===== src/hw/rtl/cesv_pkg.sv =====
package cesv_pkg;

  typedef enum logic [4:0] {
    SEC_VERSION   = 5'd0,
    SEC_SEED      = 5'd1,
    SEC_FLAGS     = 5'd2,
    SEC_INCNT     = 5'd3,
    SEC_OUTCNT    = 5'd4,
    SEC_SCANCNT   = 5'd5,
    SEC_HLABCNT   = 5'd6,
    SEC_TXID      = 5'd7,
    SEC_VOUT      = 5'd8,
    SEC_ITYPE     = 5'd9,
    SEC_PREV_LEN  = 5'd10,
    SEC_PREV      = 5'd11,
    SEC_SIG_LEN   = 5'd12,
    SEC_SIG       = 5'd13,
    SEC_WIT_LEN   = 5'd14,
    SEC_WIT       = 5'd15,
    SEC_PRIV      = 5'd16,
    SEC_PUB       = 5'd17,
    SEC_SCANPUB   = 5'd18,
    SEC_SPENDPUB  = 5'd19,
    SEC_RCPTCNT   = 5'd20,
    SEC_OUTKEY    = 5'd21,
    SEC_SCANPRIV  = 5'd22,
    SEC_SPENDPRIV = 5'd23,
    SEC_V1LABCNT  = 5'd24,
    SEC_LABEL     = 5'd25,
    SEC_END       = 5'd26
  } sec_e;

  typedef enum logic [3:0] {
    ST_BUSY      = 4'd0,
    ST_OK        = 4'd1,
    ST_EARLY     = 4'd2,
    ST_VERSION   = 4'd3,
    ST_FLAGS     = 4'd4,
    ST_GRP_CNT   = 4'd5,
    ST_SCAN_CNT  = 4'd6,
    ST_LAB_CNT   = 4'd7,
    ST_TYPE      = 4'd8,
    ST_IN_KEY    = 4'd9,
    ST_V1_KEY    = 4'd10,
    ST_V2_KEY    = 4'd11,
    ST_ZERO_RCPT = 4'd12,
    ST_TRAILING  = 4'd13
  } status_e;

  typedef struct packed {
    logic [3:0]  status;
    logic [4:0]  section;
    logic [15:0] offset;
    logic [7:0]  value;
    logic        done;
  } result_t;

  function automatic logic [15:0] field_len(input logic [4:0] ph);
    case (ph)
      5'd0, 5'd9: field_len = 16'd1;
      5'd1: field_len = 16'd8;
      5'd2, 5'd8, 5'd25: field_len = 16'd4;
      5'd3, 5'd4, 5'd5, 5'd6, 5'd10, 5'd12, 5'd14, 5'd20, 5'd24: field_len = 16'd2;
      5'd7, 5'd16, 5'd21, 5'd22, 5'd23: field_len = 16'd32;
      5'd17, 5'd18, 5'd19: field_len = 16'd33;
      default: field_len = 16'd0;
    endcase
  endfunction

endpackage


===== src/hw/rtl/cesv_core.sv =====
module cesv_core (
  input  logic                clk_i,
  input  logic                rst_ni,
  input  logic                step_i,
  input  logic [7:0]          byte_i,
  input  logic                last_i,
  output cesv_pkg::result_t   res_o
);

  logic [4:0]  phase_q, phase_d;
  logic [1:0]  ver_q, ver_d;
  logic [8:0]  flags_q, flags_d;
  logic [15:0] left_q, left_d, pos_q, pos_d;
  logic [31:0] asm_q, asm_d;
  logic [15:0] inl_q, inl_d, grp_q, grp_d, scn_q, scn_d, lab_q, lab_d;
  logic [3:0]  err_q, err_d;
  logic        pend_q, pend_d;

  // Next-field chain decisions are evaluated on the updated counters.
  always_comb begin
    logic [4:0]  ph;
    logic [15:0] off, c16;
    logic [31:0] v;
    logic        badkey, done, go;
    logic [4:0]  nx;
    logic [15:0] n16;
    phase_d = phase_q; ver_d = ver_q; flags_d = flags_q; left_d = left_q;
    pos_d = pos_q; asm_d = asm_q; inl_d = inl_q; grp_d = grp_q; scn_d = scn_q;
    lab_d = lab_q; err_d = err_q; pend_d = pend_q;
    ph = phase_q; off = pos_q; v = '0; c16 = '0; badkey = 1'b0; done = 1'b0;
    nx = cesv_pkg::SEC_END; n16 = '0; go = 1'b0;
    res_o.section = cesv_pkg::SEC_END;
    res_o.offset  = '0;
    if (err_q != cesv_pkg::ST_BUSY || phase_q >= cesv_pkg::SEC_END) begin
      if (err_q == cesv_pkg::ST_BUSY) err_d = cesv_pkg::ST_TRAILING;
    end else begin
      res_o.section = ph;
      res_o.offset  = off;
      v = asm_q;
      case (off)
        16'd0: v[7:0]   = byte_i;
        16'd1: v[15:8]  = byte_i;
        16'd2: v[23:16] = byte_i;
        16'd3: v[31:24] = byte_i;
        default: ;
      endcase
      asm_d = v;
      c16 = v[15:0];
      if (off == 16'd0) begin
        badkey = !(byte_i == 8'h02 || byte_i == 8'h03);
        if (ph == cesv_pkg::SEC_PUB || ph == cesv_pkg::SEC_SCANPUB) pend_d = badkey;
        else if (ph == cesv_pkg::SEC_SPENDPUB) pend_d = pend_q | badkey;
      end
      pos_d  = pos_q + 16'd1;
      left_d = left_q - 16'd1;
      done = (left_d == 16'd0);
      if (done) begin
        // go=1 means: enter fixed field nx; otherwise phase becomes a length-prefixed body, END or error.
        // Chain decisions are flattened: compute the "from" for the input chain.
        logic chain; logic [4:0] from; logic endin; logic aft_in, aft_grp, aft_scn, tolab;
        chain = 1'b0; from = '0; endin = 1'b0; aft_in = 1'b0; aft_grp = 1'b0;
        aft_scn = 1'b0; tolab = 1'b0;
        case (ph)
          cesv_pkg::SEC_VERSION: if (v == 32'd1 || v == 32'd2) begin
            ver_d = v[1:0]; nx = cesv_pkg::SEC_SEED; go = 1'b1;
          end else err_d = cesv_pkg::ST_VERSION;
          cesv_pkg::SEC_SEED: begin nx = cesv_pkg::SEC_FLAGS; go = 1'b1; end
          cesv_pkg::SEC_FLAGS: begin
            flags_d = v[8:0];
            pend_d = (ver_q == 2'd1) ? (v[31:3] != '0) : (v[31:9] != '0);
            nx = cesv_pkg::SEC_INCNT; go = 1'b1;
          end
          cesv_pkg::SEC_INCNT: begin
            inl_d = c16; nx = cesv_pkg::SEC_OUTCNT; go = 1'b1;
          end
          cesv_pkg::SEC_OUTCNT: if (ver_q == 2'd1) begin
            if (pend_q) err_d = cesv_pkg::ST_FLAGS;
            else if (inl_q != '0) begin nx = cesv_pkg::SEC_TXID; go = 1'b1; end
            else aft_in = 1'b1;
          end else begin
            grp_d = c16; nx = cesv_pkg::SEC_SCANCNT; go = 1'b1;
          end
          cesv_pkg::SEC_SCANCNT: begin
            scn_d = c16; nx = cesv_pkg::SEC_HLABCNT; go = 1'b1;
          end
          cesv_pkg::SEC_HLABCNT: begin
            lab_d = c16;
            if (pend_q) err_d = cesv_pkg::ST_FLAGS;
            else if (!flags_q[6] && grp_q != '0) err_d = cesv_pkg::ST_GRP_CNT;
            else if (!flags_q[7] && scn_q != '0) err_d = cesv_pkg::ST_SCAN_CNT;
            else if (!flags_q[8] && c16 != '0) err_d = cesv_pkg::ST_LAB_CNT;
            else if (inl_q != '0) begin nx = cesv_pkg::SEC_TXID; go = 1'b1; end
            else aft_in = 1'b1;
          end
          cesv_pkg::SEC_TXID: begin nx = cesv_pkg::SEC_VOUT; go = 1'b1; end
          cesv_pkg::SEC_VOUT: begin nx = cesv_pkg::SEC_ITYPE; go = 1'b1; end
          cesv_pkg::SEC_ITYPE: if (v >= 32'd1 && v <= ((ver_q == 2'd1) ? 32'd3 : 32'd4)) begin
            chain = 1'b1; from = cesv_pkg::SEC_PREV_LEN;
          end else err_d = cesv_pkg::ST_TYPE;
          cesv_pkg::SEC_PREV_LEN, cesv_pkg::SEC_SIG_LEN, cesv_pkg::SEC_WIT_LEN:
            if (c16 != '0) begin
              phase_d = ph + 5'd1; left_d = c16; pos_d = '0; asm_d = '0;
            end else begin chain = 1'b1; from = ph + 5'd2; end
          cesv_pkg::SEC_PREV, cesv_pkg::SEC_SIG, cesv_pkg::SEC_WIT: begin
            chain = 1'b1; from = ph + 5'd1;
          end
          cesv_pkg::SEC_PRIV: begin chain = 1'b1; from = cesv_pkg::SEC_PUB; end
          cesv_pkg::SEC_PUB: if (pend_d) err_d = cesv_pkg::ST_IN_KEY;
          else endin = 1'b1;
          cesv_pkg::SEC_SCANPUB: begin nx = cesv_pkg::SEC_SPENDPUB; go = 1'b1; end
          cesv_pkg::SEC_SPENDPUB: if (ver_q == 2'd1) begin
            if (pend_d) err_d = cesv_pkg::ST_V1_KEY;
            else begin nx = cesv_pkg::SEC_V1LABCNT; go = 1'b1; end
          end else begin nx = cesv_pkg::SEC_RCPTCNT; go = 1'b1; end
          cesv_pkg::SEC_RCPTCNT: if (pend_q) err_d = cesv_pkg::ST_V2_KEY;
          else if (c16 == '0) err_d = cesv_pkg::ST_ZERO_RCPT;
          else begin
            grp_d = grp_q - 16'd1;
            if (grp_d != '0) begin
              pend_d = 1'b0; nx = cesv_pkg::SEC_SCANPUB; go = 1'b1;
            end else aft_grp = 1'b1;
          end
          cesv_pkg::SEC_OUTKEY: begin
            scn_d = scn_q - 16'd1;
            if (scn_d != '0) begin nx = cesv_pkg::SEC_OUTKEY; go = 1'b1; end
            else aft_scn = 1'b1;
          end
          cesv_pkg::SEC_SCANPRIV: begin nx = cesv_pkg::SEC_SPENDPRIV; go = 1'b1; end
          cesv_pkg::SEC_SPENDPRIV: tolab = 1'b1;
          cesv_pkg::SEC_V1LABCNT: begin lab_d = c16; tolab = 1'b1; end
          cesv_pkg::SEC_LABEL: begin
            lab_d = lab_q - 16'd1;
            if (lab_d != '0) begin nx = cesv_pkg::SEC_LABEL; go = 1'b1; end
            else phase_d = cesv_pkg::SEC_END;
          end
          default: phase_d = cesv_pkg::SEC_END;
        endcase
        if (chain) begin
          if (from <= cesv_pkg::SEC_PREV_LEN && flags_q[3]) begin
            nx = cesv_pkg::SEC_PREV_LEN; go = 1'b1;
          end else if (from <= cesv_pkg::SEC_SIG_LEN && flags_q[4]) begin
            nx = cesv_pkg::SEC_SIG_LEN; go = 1'b1;
          end else if (from <= cesv_pkg::SEC_WIT_LEN && flags_q[5]) begin
            nx = cesv_pkg::SEC_WIT_LEN; go = 1'b1;
          end else if (from <= cesv_pkg::SEC_PRIV && flags_q[1]) begin
            nx = cesv_pkg::SEC_PRIV; go = 1'b1;
          end else if (from <= cesv_pkg::SEC_PUB && flags_q[2]) begin
            nx = cesv_pkg::SEC_PUB; go = 1'b1;
          end else endin = 1'b1;
        end
        if (endin) begin
          inl_d = inl_q - 16'd1;
          if (inl_d != '0) begin nx = cesv_pkg::SEC_TXID; go = 1'b1; end
          else aft_in = 1'b1;
        end
        if (aft_in) begin
          if (ver_q == 2'd1 || (flags_q[6] && grp_q != '0)) begin
            pend_d = 1'b0; nx = cesv_pkg::SEC_SCANPUB; go = 1'b1;
          end else aft_grp = 1'b1;
        end
        if (aft_grp) begin
          if (flags_q[7] && scn_q != '0) begin nx = cesv_pkg::SEC_OUTKEY; go = 1'b1; end
          else aft_scn = 1'b1;
        end
        if (aft_scn) begin
          if (flags_q[8]) begin nx = cesv_pkg::SEC_SCANPRIV; go = 1'b1; end
          else tolab = 1'b1;
        end
        if (tolab) begin
          if (lab_d != '0) begin nx = cesv_pkg::SEC_LABEL; go = 1'b1; end
          else phase_d = cesv_pkg::SEC_END;
        end
        if (go) begin
          phase_d = nx; left_d = cesv_pkg::field_len(nx); pos_d = '0; asm_d = '0;
        end
        if (err_d != err_q) phase_d = cesv_pkg::SEC_END;
      end
    end
    res_o.status = err_d;
    if (last_i && err_d == cesv_pkg::ST_BUSY)
      res_o.status = (phase_d >= cesv_pkg::SEC_END) ? cesv_pkg::ST_OK : cesv_pkg::ST_EARLY;
    res_o.value = byte_i;
    res_o.done  = last_i;
    n16 = '0;
    if (last_i) begin
      phase_d = cesv_pkg::SEC_VERSION; ver_d = '0; flags_d = '0; left_d = 16'd1;
      pos_d = n16; asm_d = '0; inl_d = '0; grp_d = '0; scn_d = '0; lab_d = '0;
      err_d = cesv_pkg::ST_BUSY; pend_d = 1'b0;
    end
  end

  always_ff @(posedge clk_i or negedge rst_ni) begin
    if (!rst_ni) begin
      phase_q <= cesv_pkg::SEC_VERSION; ver_q <= '0; flags_q <= '0; left_q <= 16'd1;
      pos_q <= '0; asm_q <= '0; inl_q <= '0; grp_q <= '0; scn_q <= '0; lab_q <= '0;
      err_q <= cesv_pkg::ST_BUSY; pend_q <= 1'b0;
    end else if (step_i) begin
      phase_q <= phase_d; ver_q <= ver_d; flags_q <= flags_d; left_q <= left_d;
      pos_q <= pos_d; asm_q <= asm_d; inl_q <= inl_d; grp_q <= grp_d; scn_q <= scn_d;
      lab_q <= lab_d; err_q <= err_d; pend_q <= pend_d;
    end
  end

  a_err_ends: assert property (@(posedge clk_i) disable iff (!rst_ni)
    (err_q != cesv_pkg::ST_BUSY) |-> (phase_q == cesv_pkg::SEC_END)) else $error("err phase");
  a_err_holds: assert property (@(posedge clk_i) disable iff (!rst_ni)
    (step_i && !last_i && err_q != cesv_pkg::ST_BUSY) |=> ($past(err_q) == err_q))
    else $error("err not held");
  a_phase_rng: assert property (@(posedge clk_i) disable iff (!rst_ni)
    phase_q <= cesv_pkg::SEC_END) else $error("phase range");

endmodule


===== src/hw/rtl/case_envelope_stream_validator_top.sv =====
// Validates a binary test-case envelope one byte per item. Each accepted byte yields one
// result item carrying its status, section tag, offset within field, the echoed byte and a
// done flag copied from tlast. Throughput is one item per clock: the parse update is a single
// combinational step between the state registers, and one output register decouples the
// master side, so a new byte is taken whenever the output register is empty or being drained.
// The input side stalls only while a result waits in the output register and the master side
// does not take it. The result of a byte accepted at one edge is offered on the master side
// right after that edge.
module case_envelope_stream_validator_top (
  input  logic        clk_i,
  input  logic        rst_ni,
  input  logic        s_axis_tvalid_i,
  output logic        s_axis_tready_o,
  input  logic [7:0]  s_axis_tdata_i,   // [7:0] payload_byte
  input  logic        s_axis_tlast_i,   // last_byte
  output logic        m_axis_tvalid_o,
  input  logic        m_axis_tready_i,
  output logic [39:0] m_axis_tdata_o,   // [3:0] status, [8:4] section,
                                        // [24:9] offset_in_field, [32:25] byte_value,
                                        // [39:33] zero
  output logic        m_axis_tlast_o    // done_res
);

  cesv_pkg::result_t res;
  logic step;
  logic        vld_q;
  logic [32:0] data_q;
  logic        last_q;

  // The output register is free when empty or emptied in this cycle.
  assign s_axis_tready_o = !vld_q || m_axis_tready_i;
  assign step = s_axis_tvalid_i && s_axis_tready_o;

  cesv_core u_core (
    .clk_i  (clk_i),
    .rst_ni (rst_ni),
    .step_i (step),
    .byte_i (s_axis_tdata_i),
    .last_i (s_axis_tlast_i),
    .res_o  (res)
  );

  always_ff @(posedge clk_i or negedge rst_ni) begin
    if (!rst_ni) begin
      vld_q <= 1'b0;
    end else if (s_axis_tready_o) begin
      vld_q <= s_axis_tvalid_i;
    end
  end

  always_ff @(posedge clk_i) begin
    if (step) begin
      data_q <= {res.value, res.offset, res.section, res.status};
      last_q <= res.done;
    end
  end

  assign m_axis_tvalid_o = vld_q;
  assign m_axis_tdata_o  = {7'd0, data_q};
  assign m_axis_tlast_o  = last_q;

endmodule


===== config.mk =====
export PLATFORM = sky130hd
export DESIGN_NAME = case_envelope_stream_validator_top
export DESIGN_NICKNAME = d
export VERILOG_FILES = /design/src/hw/rtl/cesv_pkg.sv /design/src/hw/rtl/cesv_core.sv /design/src/hw/rtl/case_envelope_stream_validator_top.sv
export SDC_FILE = /design/constraint.sdc
export NUM_CORES = 1
export LEC_CHECK = 0
export ABC_AREA = 1
export BUFFER_PORTS_ARGS = -buffer_cell sky130_fd_sc_hd__buf_2
export CORE_MARGIN = 5
export CORE_UTILIZATION = 35
export CTS_CLUSTER_SIZE = 8
export DETAILED_ROUTE_END_ITERATION = 10
export SLEW_MARGIN = 30
export SYNTH_ARGS = -nofsm -noshare
export SYNTH_HDL_FRONTEND = slang
export SYNTH_SLANG_ARGS = --single-unit

===== constraint.sdc =====
create_clock -name clk_i -period 5.85 [get_ports clk_i]
set_input_delay 0.585 -clock clk_i [delete_from_list [all_inputs] [get_ports clk_i]]
set_output_delay 0.585 -clock clk_i [all_outputs]
set_load 0.005 [all_outputs]

==> results of run 1 <==
[what timing repair did]
item | 4_1_cts | 5_1_grt
resized for setup | 0 | 5
endpoints found under the setup margin | 0 | 73
buffers inserted | 0 | 6
[cell families (layout without fill, tap and decap cells)]
logic type | after synthesis | after routing | synth area share, %
AND/OR/NAND/NOR | 871 | 872 | 28.8
AO/OA/AOI/OAI | 371 | 371 | 18.6
buffers and inverters | 343 | 411 | 10.3
flip-flops | 183 | 183 | 35.2
XOR/XNOR | 71 | 71 | 4.61
adder cells (fa/ha/maj) | 25 | 25 | 2.32
other | 1 | 7 | 0.0278
multiplexers | 1 | 1 | 0.0835
[layout by cell type (no fill, tap or decap), drive strengths merged, types with 2 or more instances in the layout]
cell,instances
edfxtp,34
nand3,120
nand2,418
o31ai,15
and2,2
ha,25
a22oi,2
nor2,208
nor3,34
nand4,48
a221oi,9
clkinv,10
o221ai,7
nand3b,5
conb,7
clkbuf,17
o22ai,79
xnor2,13
xor2,58
dfrtp,148
and3,5
a2111oi,2
buf,100
inv,283
nor4,27
nor4b,3
o21a,4
a31oi,7
o211ai,13
o21ai,149
o2111ai,18
a21oi,58
[layer usage]
metal  track usage [%]  routed length (um)  vias to the layer above
met5                 0                   0                        -
met4              6.77                1250                        0
met3              3.61                2610                       77
met2              35.1               21400                      462
met1              30.1               21200                     6371
li1                  -                   -                     6392
[area by class of cell]
| cell class | instances | share of cell area (%) |
|---|---|---|
| multi-input combinational | 1347 | 49.0 |
| clock buffer | 17 | 2.82 |
| tap | 518 | 4.29 |
| sequential | 183 | 31.4 |
| clock inverter | 15 | 1.06 |
| inverter | 279 | 6.96 |
| timing repair buffer | 100 | 4.38 |
[power by group through the flow]
stage	Combinational, uW	Sequential (uW)	Clock, uW
after floorplan	3760	1920	0
after global placement	5340	2000	0
after detailed placement	5320	2010	0
after CTS	5350	1990	1200
after global routing	6040	2050	1260
final	5470	2000	1170
[registers in the layout (all words and copies together), names as in the netlist]
register         count
m_axis_tlast_o       1
m_axis_tvalid_o      1
u_core.left_q       16
u_core.flags_q       8
u_core.grp_q        16
u_core.scn_q        16
u_core.asm_q        32
u_core.pend_q        1
u_core.lab_q        16
u_core.ver_q         2
u_core.err_q         4
u_core.phase_q       5
data_q              33
u_core.inl_q        16
u_core.pos_q        16
[metrics by stage]
| stage | hold WS (ns) | cells | util [%] | setup slack (ns) |
|---|---|---|---|---|
| after floorplan | 0.289 | 1872 | - | 1.42 |
| after global placement | 0.465 | 2420 | 37.6 | 0.482 |
| after detailed placement | 0.483 | 2420 | 37.6 | 0.374 |
| after CTS | 0.167 | 2452 | 39.1 | 0.354 |
| after global routing | 0.196 | 2459 | 39.4 | 0.0106 |
| final | 0.140 | 2459 | 39.4 | 0.571 |
[worst max-delay path, delay by kind of cell (launching register included)]
family,cells,cell delay (ns)
flops,1,0.43
simple gates,25,2.69
buf+inv,4,0.51
compound gates,6,0.90
fa+ha+maj,2,0.47
[worst paths after layout]
kind	startpoint	endpoint	slack (ns)
setup / recovery	u_core.pos_q[0]$_DFFE_PN0P_	data_q[1]$_DFFE_PP_	0.57
hold / removal	rst_ni	u_core.flags_q[3]$_DFFE_PN0P_	0.14
setup reg to reg	u_core.pos_q[0]$_DFFE_PN0P_	data_q[1]$_DFFE_PP_	0.57
hold reg to reg	u_core.scn_q[1]$_DFFE_PN0P_	u_core.scn_q[1]$_DFFE_PN0P_	0.51
max in group asynchronous	rst_ni	u_core.scn_q[14]$_DFFE_PN0P_	4.58
min in group clk_i	s_axis_tdata_i[0]	data_q[25]$_DFFE_PP_	0.31
[synth_stat cells (3+ instances only)]
cell,number,area [um^2]
o21a_1,4,30.0
inv_1,270,1010
xnor2_1,13,114
o21ai_2,4,35.0
edfxtp_1,34,1020
inv_2,5,18.8
nor2_1,194,728
a21oi_2,4,35.0
nor2_2,8,50.1
dfrtp_1,148,3700
ha_1,25,313
nor4_1,27,169
nand3_1,116,581
clkinv_1,3,11.3
o2111ai_1,18,158
a31oi_1,7,43.8
nor2_4,3,33.8
o22ai_1,39,244
nor4b_1,3,26.3
o31ai_1,15,113
nor3_1,34,170
o221ai_1,7,61.3
nand4_1,46,288
a221oi_1,9,78.8
buf_2,3,15.0
and3_1,5,31.3
nand2_1,400,1500
clkbuf_1,42,158
o21ai_0,121,606
a21oi_1,54,270
buf_6,9,101
o21ai_1,23,115
nand2_2,16,100
xor2_1,58,508
buf_4,8,60.1
o22ai_2,40,500
o211ai_1,11,82.6
nand3b_1,5,37.5
nand3_2,3,30.0
==> summary.txt, run 1 <==
Run status
  – Outcome: complete, no violations

STA
  – Setup violators final: 0
  – Fin. Hold Viols: 0
  – Fmax: 189 MHz
  – Least-Margin Pin Slew: 0.911 ns
  – Aggregate negative setup slack: 0 ns
  – Final-report max-slew violation count: 0
  – Worst Skew: 0.00955 ns
  – Unrepaired setup endpoints after global routing: false
  – Max_slew headroom: 39.2%
  – Min Tclk post-route: 5.28 ns
  – Final Cycle Share: 90.2%

Global routing
  – First-pass GRT wire length: 72200 um
  – Number of global-route vias before repair: 12500
  – Grt ovf: 0
  – Tot GR Track Use: 21.8%
  – Largest net degree at the start of global routing: 71
  – Initial antenna violation count: 0

Pwr
  – Total power: 8650 uW
  – Worst VDD drop: 0.231 mV
  – Sw frac: 54.1%
  – Combinational power share: 63.3%
  – Net switching power: 4670 uW
  – Pint: 3970 uW
  – Leak: 0.00717 uW
  – Pwr dens: 572 nW/um^2
  – Reg power frac: 23.1%
  – Clock power frac: 13.6%

Die
  – Die Area: 42600 um^2
  – Die Span X: 206 um
  – Core Region: 38400 um^2
  – Initial Util: 35.2%
  – # rows: 72
  – Ports: 56
  – Die Ht: 206 um

Synthesis
  – Ys async rst share: 81.4%
  – Cell Area, Synth: 13500 um^2
  – Yosys cell types: 64
  – Main flop type after synthesis: dfrtp_1
  – Gate Count Post-Synth: 1866
  – Sequential fraction of the synthesis area: 35.2%
  – Yosys warning count: 0
  – Post-synth EDFFs: 34
  – Seq cells post-synth: 183
  – Avg Cell Area, Syn: 7.23 um^2

Clock network
  – Root Driver: clkbuf_16
  – Htree depth: 4
  – Clock sinks: 183
  – Cts hold-fix bufs: 0
  – CTS Buffer Depth: 2
  – CTS tree: done
  – Clk pin slew, worst setup/hold paths: 0.08 ns
  – Clk_lat worst skew: 0.47 ns
  – Clock buffer count from CTS: 17

Critical path
  – CP startpoint kind: register
  – Setup crit end kind: register
  – WP data required: 6.07 ns
  – Crit-path max cell delay: 0.43 ns
  – CP max stage cell: dfrtp_1
  – Crit path DAT: 5.50 ns
  – Cell mode on critical path: nand2_1
  – FF-to-FF path depth: 37
  – Worst Path Max Fanout: 18
  – Kind of critical path: register to register

Drt
  – Routed WL: 46500 um
  – Routed vias: 13300
  – First-pass DRT Iterations: 6
  – Starting DRC count in detailed routing: 1391
  – Post-route DRC: 0
  – Vias/cell: 5.41
  – Antenna viol nets, final: 0
  – DR WL/cell: 18.9 um

Placed design
  – Final Wtd Congestion: 1.03
  – DP Area: 14400 um^2
  – Detailed placement HPWL: 35200 um
  – PortBufs: 48

Finish
  – Multi-input gate area: 7410 um^2
  – Reg area: 4750 um^2
  – Ant diodes: 0
  – Syn-to-layout area delta: 12.0%
  – Nets: 1966
  – Final Cell Area: 15100 um^2
  – Number of fill cells in the layout: 4083
  – Fraction of layout cells with a size suffix above 1: 12.1%

Job
  – Max Cap Viol: 0

Worst hold path
  – Worst Hold Class: input port to async pin
Power figures use the tool's default switching activity.
==> inputs of run 2 (changes only) <==
- RECOVER_POWER: not set -> 25
==> summary.txt, run 2 (synthesis gave the netlist of run 1 again) <==
STA
  – Final-report max-slew violation count: 71 (was 0)
  – Least-Margin Pin Slew: 4.34 ns (was 0.911 ns)
  – Unrepaired setup endpoints after global routing: false (unchanged)
  – Worst Skew: 0.0106 ns (was 0.00955 ns)
  – Fin. Hold Viols: 0 (unchanged)
  – Aggregate negative setup slack: 0 ns (unchanged)
  – Fmax: 191 MHz (was 189 MHz)
  – Min Tclk post-route: 5.23 ns (was 5.28 ns)
  – Final Cycle Share: 89.4% (was 90.2%)
  – Final worst setup slack: 0.621 ns (was 0.571 ns)
  – Setup violators final: 0 (unchanged)
  – Max_slew headroom: -190% (was 39.2%)

Global routing
  – Largest net degree at the start of global routing: 71 (unchanged)
  – Grt ovf: 0 (unchanged)
  – Tot GR Track Use: 21.8% (unchanged)
  – First-pass GRT wire length: 72200 um (unchanged)
  – Initial antenna violation count: 0 (unchanged)
  – Number of global-route vias before repair: 12500 (unchanged)

Worst hold path
  – Worst Hold Class: input port to register (was input port to async pin)

Drt
  – DR WL/cell: 18.9 um (about the same)
  – Routed vias: 13300 (about the same)
  – Vias/cell: 5.43 (was 5.41)
  – Antenna viol nets, final: 0 (unchanged)
  – First-pass DRT Iterations: 6 (unchanged)
  – Starting DRC count in detailed routing: 1411 (was 1391)
  – Routed WL: 46400 um (was 46500 um)
  – Post-route DRC: 0 (unchanged)

Finish
  – Number of fill cells in the layout: 4086 (was 4083)
  – Largest register FFs: 33 (unchanged)
  – Top flop regs: data_q x33, u_core.asm_q x32 (unchanged)
  – Ant diodes: 0 (unchanged)
  – Top reg by flops: data_q (unchanged)
  – Most common cell after layout, fill and taps aside: nand2_1 (unchanged)
  – Nets: 1966 (unchanged)
  – Syn-to-layout area delta: 11.8% (was 12.0%)
  – Fraction of layout cells with a size suffix above 1: 11.5% (was 12.1%)
  – Commonest non-fill, non-tap cells in the layout: nand2_1, inv_1, nor2_1 (unchanged)

Pwr
  – Pwr dens: 573 nW/um^2 (was 572 nW/um^2)
  – Leak: 0.00714 uW (was 0.00717 uW)
  – Worst VDD drop: 0.230 mV (was 0.231 mV)

Clock network
  – CTS tree: done (unchanged)
  – Clock sinks: 183 (unchanged)
  – Clock buffer count from CTS: 17 (unchanged)
  – Htree depth: 4 (unchanged)
  – Root Driver: clkbuf_16 (unchanged)
  – CTS Buffer Depth: 2 (unchanged)
  – Clk pin slew, worst setup/hold paths: 0.08 ns (about the same)
  – Clk_lat worst skew: 0.46 ns (was 0.47 ns)

Critical path
  – CP startpoint kind: register (unchanged)
  – Family with the most delay on the worst path: simple AND/OR/NAND/NOR gates (unchanged)
  – Setup crit end kind: register (unchanged)
  – Cell mode on critical path: nand2_1 (unchanged)
  – Kind of critical path: register to register (unchanged)
  – CP Buf/Inv Count: 4 (unchanged)
  – Worst Path Max Fanout: 18 (unchanged)
  – Crit-path max cell delay: 0.42 ns (was 0.43 ns)
  – Crit path DAT: 5.45 ns (was 5.50 ns)
  – CP max stage cell: dfrtp_1 (unchanged)
  – WP data required: 6.07 ns (about the same)

Die
  – Core Region: 38400 um^2 (unchanged)
  – Die Ht: 206 um (unchanged)
  – Initial Util: 35.2% (unchanged)
  – Ports: 56 (unchanged)
  – # rows: 72 (unchanged)
  – Die Span X: 206 um (unchanged)
  – Die Area: 42600 um^2 (unchanged)

Run status
  – Outcome: complete, but fails checks (was complete, no violations)
  – Failing checks: capacitance limit, slew limit

Placed design
  – PortBufs: 48 (unchanged)
  – Worst slack, placed: 0.374 ns (unchanged)
  – Final Wtd Congestion: 1.03 (unchanged)
  – Detailed placement HPWL: 35200 um (unchanged)

Job
  – Max Cap Viol: 1 (was 0)
## run 2: cell count changes in the layout (fill, tap and decap cells not counted)
cell	change
buf_2	-9
buf_4	-1
buf_6	-1
clkbuf_1	+10
clkbuf_2	+1
## run 2: cell type report
cell class | count | area, um^2 | area share, %
Multi-Input combinational cell | 1347 | 7410 | 49.1
Sequential cell | 183 | 4750 | 31.5
Inverter | 279 | 1050 | 6.97
Tap cell | 518 | 648 | 4.30
Timing Repair Buffer | 100 | 641 | 4.25
Clock buffer | 17 | 425 | 2.82
Clock inverter | 15 | 160 | 1.06
## run 2: where the power goes
part	leakage (uW)	switching (uW)	internal, uW
sequential	0.00235	309	1690
clock	0.000285	602	571
combinational	0.00451	3770	1710
## run 2: layer usage
metal | global-route usage, % | share of wire (%) | up-vias
met3 | 3.61 | 5.8 | 80
met2 | 35.1 | 46 | 488
met5 | 0 | 0 | -
met1 | 30.1 | 45 | 6384
li1 | - | - | 6390
met4 | 6.77 | 2.8 | 0
## run 2: worst register-to-register path, delay by kind of cell, from the launching register on
| kind | cells | cell delay (ns) |
|---|---|---|
| AO/OA/AOI/OAI | 5 | 0.72 |
| buffers and inverters | 4 | 0.42 |
| flip-flops | 1 | 0.42 |
| AND/OR/NAND/NOR | 26 | 3.12 |
| adder cells (fa/ha/maj) | 1 | 0.30 |
## run 2: path summary, 6_finish.rpt
kind	startpoint	end	slack, ns	cells after the start
worst max-delay path	u_core.pos_q[11]$_DFFE_PN0P_	data_q[1]$_DFFE_PP_	0.62	36
worst min-delay path	s_axis_tdata_i[0]	data_q[25]$_DFFE_PP_	0.33	1
worst max register to register	u_core.pos_q[11]$_DFFE_PN0P_	data_q[1]$_DFFE_PP_	0.62	36
worst min register to register	u_core.ver_q[1]$_DFFE_PN0P_	u_core.ver_q[1]$_DFFE_PN0P_	0.50	2
max in group asynchronous	rst_ni	u_core.pos_q[12]$_DFFE_PN0P_	1.54	2
min in group asynchronous	rst_ni	u_core.flags_q[5]$_DFFE_PN0P_	1.66	1
## run 2: what timing repair did
action | CTS | global route
endpoints found under the setup margin | 0 | 73
setup buffers | 0 | 6
hold buffers | 0 | 0
gates resized for setup | 0 | 5
## run 2: metrics by stage
stage | cells | util (%) | cell area [um^2] | hold WS (ns) | total power, uW
final | 2459 | 39.3 | 15100 | 0.332 | 8650
after detailed placement | 2420 | 37.6 | 14400 | 0.483 | 7340
after global placement | 2420 | 37.6 | 14400 | 0.465 | 7340
after global routing | 2459 | 39.3 | 15100 | 0.322 | 9340
after CTS | 2452 | 39.1 | 15000 | 0.167 | 8550
after floorplan | 1872 | - | 13500 | 0.289 | 5680
==> inputs of run 3 (changes only) <==
- ABC_AREA: 1 -> 0
- CAP_MARGIN: not set -> 0
- SLEW_MARGIN: 30 -> not set
==> summary.txt, run 3 <==
Run status
  – Outcome: complete, but fails checks (unchanged)
  – Failing checks: capacitance limit, slew limit (unchanged)

Drt
  – Routed WL: 50300 um (was 46400 um)
  – Starting DRC count in detailed routing: 1628 (was 1411)
  – Antenna viol nets, final: 0 (unchanged)
  – Vias/cell: 6.11 (was 5.43)
  – First-pass DRT Iterations: 6 (unchanged)
  – DR WL/cell: 22.6 um (was 18.9 um)
  – Post-route DRC: 0 (unchanged)
  – Routed vias: 13600 (was 13300)

Finish
  – Largest register FFs: 33 (unchanged)
  – Final Cell Area: 14900 um^2 (was 15100 um^2)
  – Reg area: 4750 um^2 (unchanged)
  – Number of fill cells in the layout: 3886 (was 4086)
  – Most common cell after layout, fill and taps aside: o21ai_0 (was nand2_1)
  – Multi-input gate area: 7990 um^2 (was 7410 um^2)
  – Top flop regs: data_q x33, u_core.asm_q x32 (unchanged)
  – Nets: 1737 (was 1966)
  – Top reg by flops: data_q (unchanged)
  – Syn-to-layout area delta: 12.9% (was 11.8%)
  – Util after Layout: 39.8% (was 39.3%)
  – Commonest non-fill, non-tap cells in the layout: o21ai_0, nor2_1, nand2_1 (was nand2_1, inv_1, nor2_1)
  – Ant diodes: 0 (unchanged)
  – Fraction of layout cells with a size suffix above 1: 12.3% (was 11.5%)

Synthesis
  – Ys async rst share: 81.4% (unchanged)
  – Avg Cell Area, Syn: 8.05 um^2 (was 7.23 um^2)
  – Most common cell in the netlist: o21ai_0 (was nand2_1)
  – Cell Area, Synth: 13200 um^2 (was 13500 um^2)
  – Largest area contributor in the netlist: dfrtp_1 (unchanged)
  – Post-synth top area share: 28.0% (was 27.5%)
  – Sequential fraction of the synthesis area: 36.0% (was 35.2%)
  – Yosys warning count: 0 (unchanged)
  – Gate Count Post-Synth: 1640 (was 1866)
  – Post-synth EDFFs: 34 (unchanged)
  – Dominant cells by area after synthesis: dfrtp_1, o21ai_0, edfxtp_1 (was dfrtp_1, nand2_1, edfxtp_1)
  – Main flop type after synthesis: dfrtp_1 (unchanged)
  – Yosys cell types: 99 (was 64)
  – Most instantiated cells after synthesis: o21ai_0, nor2_1, nand2_1 (was nand2_1, inv_1, nor2_1)
  – Seq cells post-synth: 183 (unchanged)

Critical path
  – CP max stage cell: dfrtp_1 (unchanged)
  – Worst-path cell chain: inv_1, ha_1, nor3b_2, and4_2, mux2_1, and4_1, ha_1, a31o_2, nor2_1, o21bai_1, a21oi_1, o22a_1, a41oi_1, nand4b_1, buf_4, nor4_1, buf_4, nand2_1, buf_4, o21ai_0, a22o_1
  – Kind of critical path: register to register (unchanged)
  – Worst reg2reg setup slack: 0.43 ns (was 0.62 ns)
  – CP startpoint kind: register (unchanged)
  – Crit-path max cell delay: 0.44 ns (was 0.42 ns)
  – Crit path DAT: 5.82 ns (was 5.45 ns)
  – Worst r2r src: u_core.pos_q[0]$_DFFE_PN0P_ (was u_core.pos_q[11]$_DFFE_PN0P_)
  – FF-to-FF path depth: 21 (was 36)
  – WP data required: 6.25 ns (was 6.07 ns)
  – Family with the most delay on the worst path: simple AND/OR/NAND/NOR gates (unchanged)
  – Worst Path Max Fanout: 8 (was 18)
  – Setup crit end kind: register (unchanged)
  – Reg2reg end: u_core.left_q[13]$_DFFE_PN0P_ (was data_q[1]$_DFFE_PP_)
  – Cell mode on critical path: buf_4 (was nand2_1)
  – CP Buf/Inv Count: 4 (unchanged)

Clock network
  – CTS tree: done (unchanged)
  – CTS Buffer Depth: 2 (unchanged)
  – Clock sinks: 183 (unchanged)
  – Root Driver: clkbuf_16 (unchanged)
  – Cts hold-fix bufs: 0 (unchanged)
  – Htree depth: 4 (unchanged)
  – Clk pin slew, worst setup/hold paths: 0.07 ns (was 0.08 ns)
  – Clk_lat worst skew: 0.46 ns (about the same)
  – Clock buffer count from CTS: 17 (unchanged)

STA
  – Least-Margin Pin Slew: 4.79 ns (was 4.34 ns)
  – Worst Skew: 0.00965 ns (was 0.0106 ns)
  – Max_slew headroom: -219% (was -190%)
  – Final-report max-slew violation count: 82 (was 71)
  – Final Cycle Share: 92.6% (was 89.4%)
  – Setup violators final: 0 (unchanged)
  – Fmax: 185 MHz (was 191 MHz)
  – Min Tclk post-route: 5.42 ns (was 5.23 ns)
  – Fin. Hold Viols: 0 (unchanged)

Job
  – Max Cap Viol: 1 (unchanged)

Pwr
  – Net switching power: 4300 uW (was 4680 uW)
  – Sw frac: 51.8% (was 54.1%)
  – Leak: 0.00610 uW (was 0.00714 uW)
  – Worst VDD drop: 0.237 mV (was 0.230 mV)
  – Pwr dens: 556 nW/um^2 (was 573 nW/um^2)
  – Reg power frac: 24.5% (was 23.1%)
  – Clock power frac: 13.9% (was 13.6%)
  – Combinational power share: 61.6% (was 63.3%)
  – Pint: 4000 uW (was 3970 uW)

Die
  – Core Region: 37500 um^2 (was 38400 um^2)
  – # rows: 71 (was 72)
  – Die Ht: 204 um (was 206 um)
  – Die Span X: 204 um (was 206 um)
  – Die Area: 41700 um^2 (was 42600 um^2)
  – Initial Util: 35.2% (about the same)
  – Ports: 56 (unchanged)

Global routing
  – Tot GR Track Use: 23.8% (was 21.8%)
  – Number of global-route vias before repair: 12800 (was 12500)
  – Initial antenna violation count: 0 (unchanged)
  – Grt ovf: 0 (unchanged)
  – First-pass GRT wire length: 77600 um (was 72200 um)
  – Largest net degree at the start of global routing: 82 (was 71)

Worst hold path
  – Worst hold start: s_axis_tvalid_i (was s_axis_tdata_i[0])
  – Hold path cells: 2 (was 1)
  – Worst Hold Class: input port to register (unchanged)
  – WHS Endpoint: m_axis_tvalid_o$_DFFE_PN0N_ (was data_q[25]$_DFFE_PP_)

Placed design
  – Final Wtd Congestion: 0.995 (was 1.03)
  – DP Area: 14300 um^2 (was 14400 um^2)
  – PortBufs: 48 (unchanged)
  – Detailed placement HPWL: 37600 um (was 35200 um)
-- run 3: changes by cell type after synthesis, moves of 39 or more --
| cell | before | now |
|---|---|---|
| o22ai_2 | 40 | 1 |
| nand2_1 | 400 | 168 |
| nand3_1 | 116 | 38 |
| inv_1 | 270 | 32 |
| nor3_1 | 34 | 75 |
| o21ai_0 | 121 | 207 |
| xor2_1 | 58 | 7 |
-- run 3: worst register-to-register path, cell delays in order (launching register included) --
cell      delay (ns)
dfrtp_1         0.44
inv_1           0.13
ha_1            0.15
nor3b_2         0.21
and4_2          0.41
mux2_1          0.42
and4_1          0.27
ha_1            0.21
a31o_2          0.22
nor2_1          0.35
o21bai_1        0.21
a21oi_1         0.13
o22a_1          0.28
a41oi_1         0.31
nand4b_1        0.25
buf_4           0.24
nor4_1          0.30
buf_4           0.20
nand2_1         0.08
buf_4           0.23
o21ai_0         0.15
a22o_1          0.16
-- run 3: logic make-up (layout without fill, tap and decap cells) --
logic type	count (synthesis)	after routing	synth area share (%)
xor+xnor	22	22	1.46
fa+ha+maj	25	25	2.37
flops	183	183	36.0
buf+inv	131	197	3.99
other cells	1	7	0.0284
simple gates	706	706	27.2
mux	32	32	2.57
compound gates	540	540	26.4
-- run 3: worst max-delay path by stage --
stage                                            from                             to  slack [ns]  depth (start not counted)
final                     u_core.pos_q[0]$_DFFE_PN0P_  u_core.left_q[13]$_DFFE_PN0P_        0.43                         21
after global routing      u_core.pos_q[1]$_DFFE_PN0P_            data_q[0]$_DFFE_PP_   -0.000001                         17
after CTS                 u_core.pos_q[0]$_DFFE_PN0P_            data_q[0]$_DFFE_PP_        0.24                         22
after detailed placement  u_core.pos_q[0]$_DFFE_PN0P_            data_q[1]$_DFFE_PP_        0.25                         22
after global placement    u_core.pos_q[0]$_DFFE_PN0P_   u_core.left_q[4]$_DFFE_PN0P_        0.33                         21
after floorplan           u_core.pos_q[0]$_DFFE_PN0P_            data_q[1]$_DFFE_PP_        0.66                         23
-- run 3: area by class of cell --
type,instances,share of cell area [%]
repair buffers,130,5.62
multi-input cells,1332,53.6
flip-flops and latches,183,31.9
inverters,35,0.881
clock buffers,21,2.95
clock inverters,11,0.780
well taps,511,4.29
-- run 3: per-stage QoR --
stage                     instances  worst slack (ns)  power [uW]  hold WS, ns  setup TNS (ns)
final                          2223             0.433        8290        0.341               0
after global routing           2223       -0.00000133        8830        0.332     -0.00000133
after CTS                      2222             0.236        8200        0.223               0
after detailed placement       2190             0.246        7030        0.467               0
after global placement         2190             0.330        7030        0.453               0
after floorplan                1646             0.660        5150        0.289               0
-- run 3: timing repair --
| action | 4_1_cts | 5_1_grt |
|---|---|---|
| gates resized for setup | 0 | 5 |
| endpoints found under the setup margin | 0 | 43 |
| setup buffers | 0 | 1 |
| endpoints found under the hold margin | 0 | 0 |
-- run 3: layer usage --
| metal | track usage [%] | share of wire [%] | up-vias |
|---|---|---|---|
| met5 | 0 | 0 | - |
| met4 | 9.21 | 4.0 | 0 |
| met3 | 4.13 | 6.9 | 101 |
| met2 | 38.4 | 46 | 571 |
| met1 | 31.9 | 43 | 6680 |
| li1 | - | - | 6227 |
-- run 3: power groups by stage --
stage	logic [uW]	registers, uW	clock network [uW]
5_1_grt	5530	2070	1230
3_3_place_gp	4990	2030	0
6_report	5110	2030	1150
2_1_floorplan	3270	1880	0
4_1_cts	5010	2020	1170
3_5_place_dp	4990	2040	0
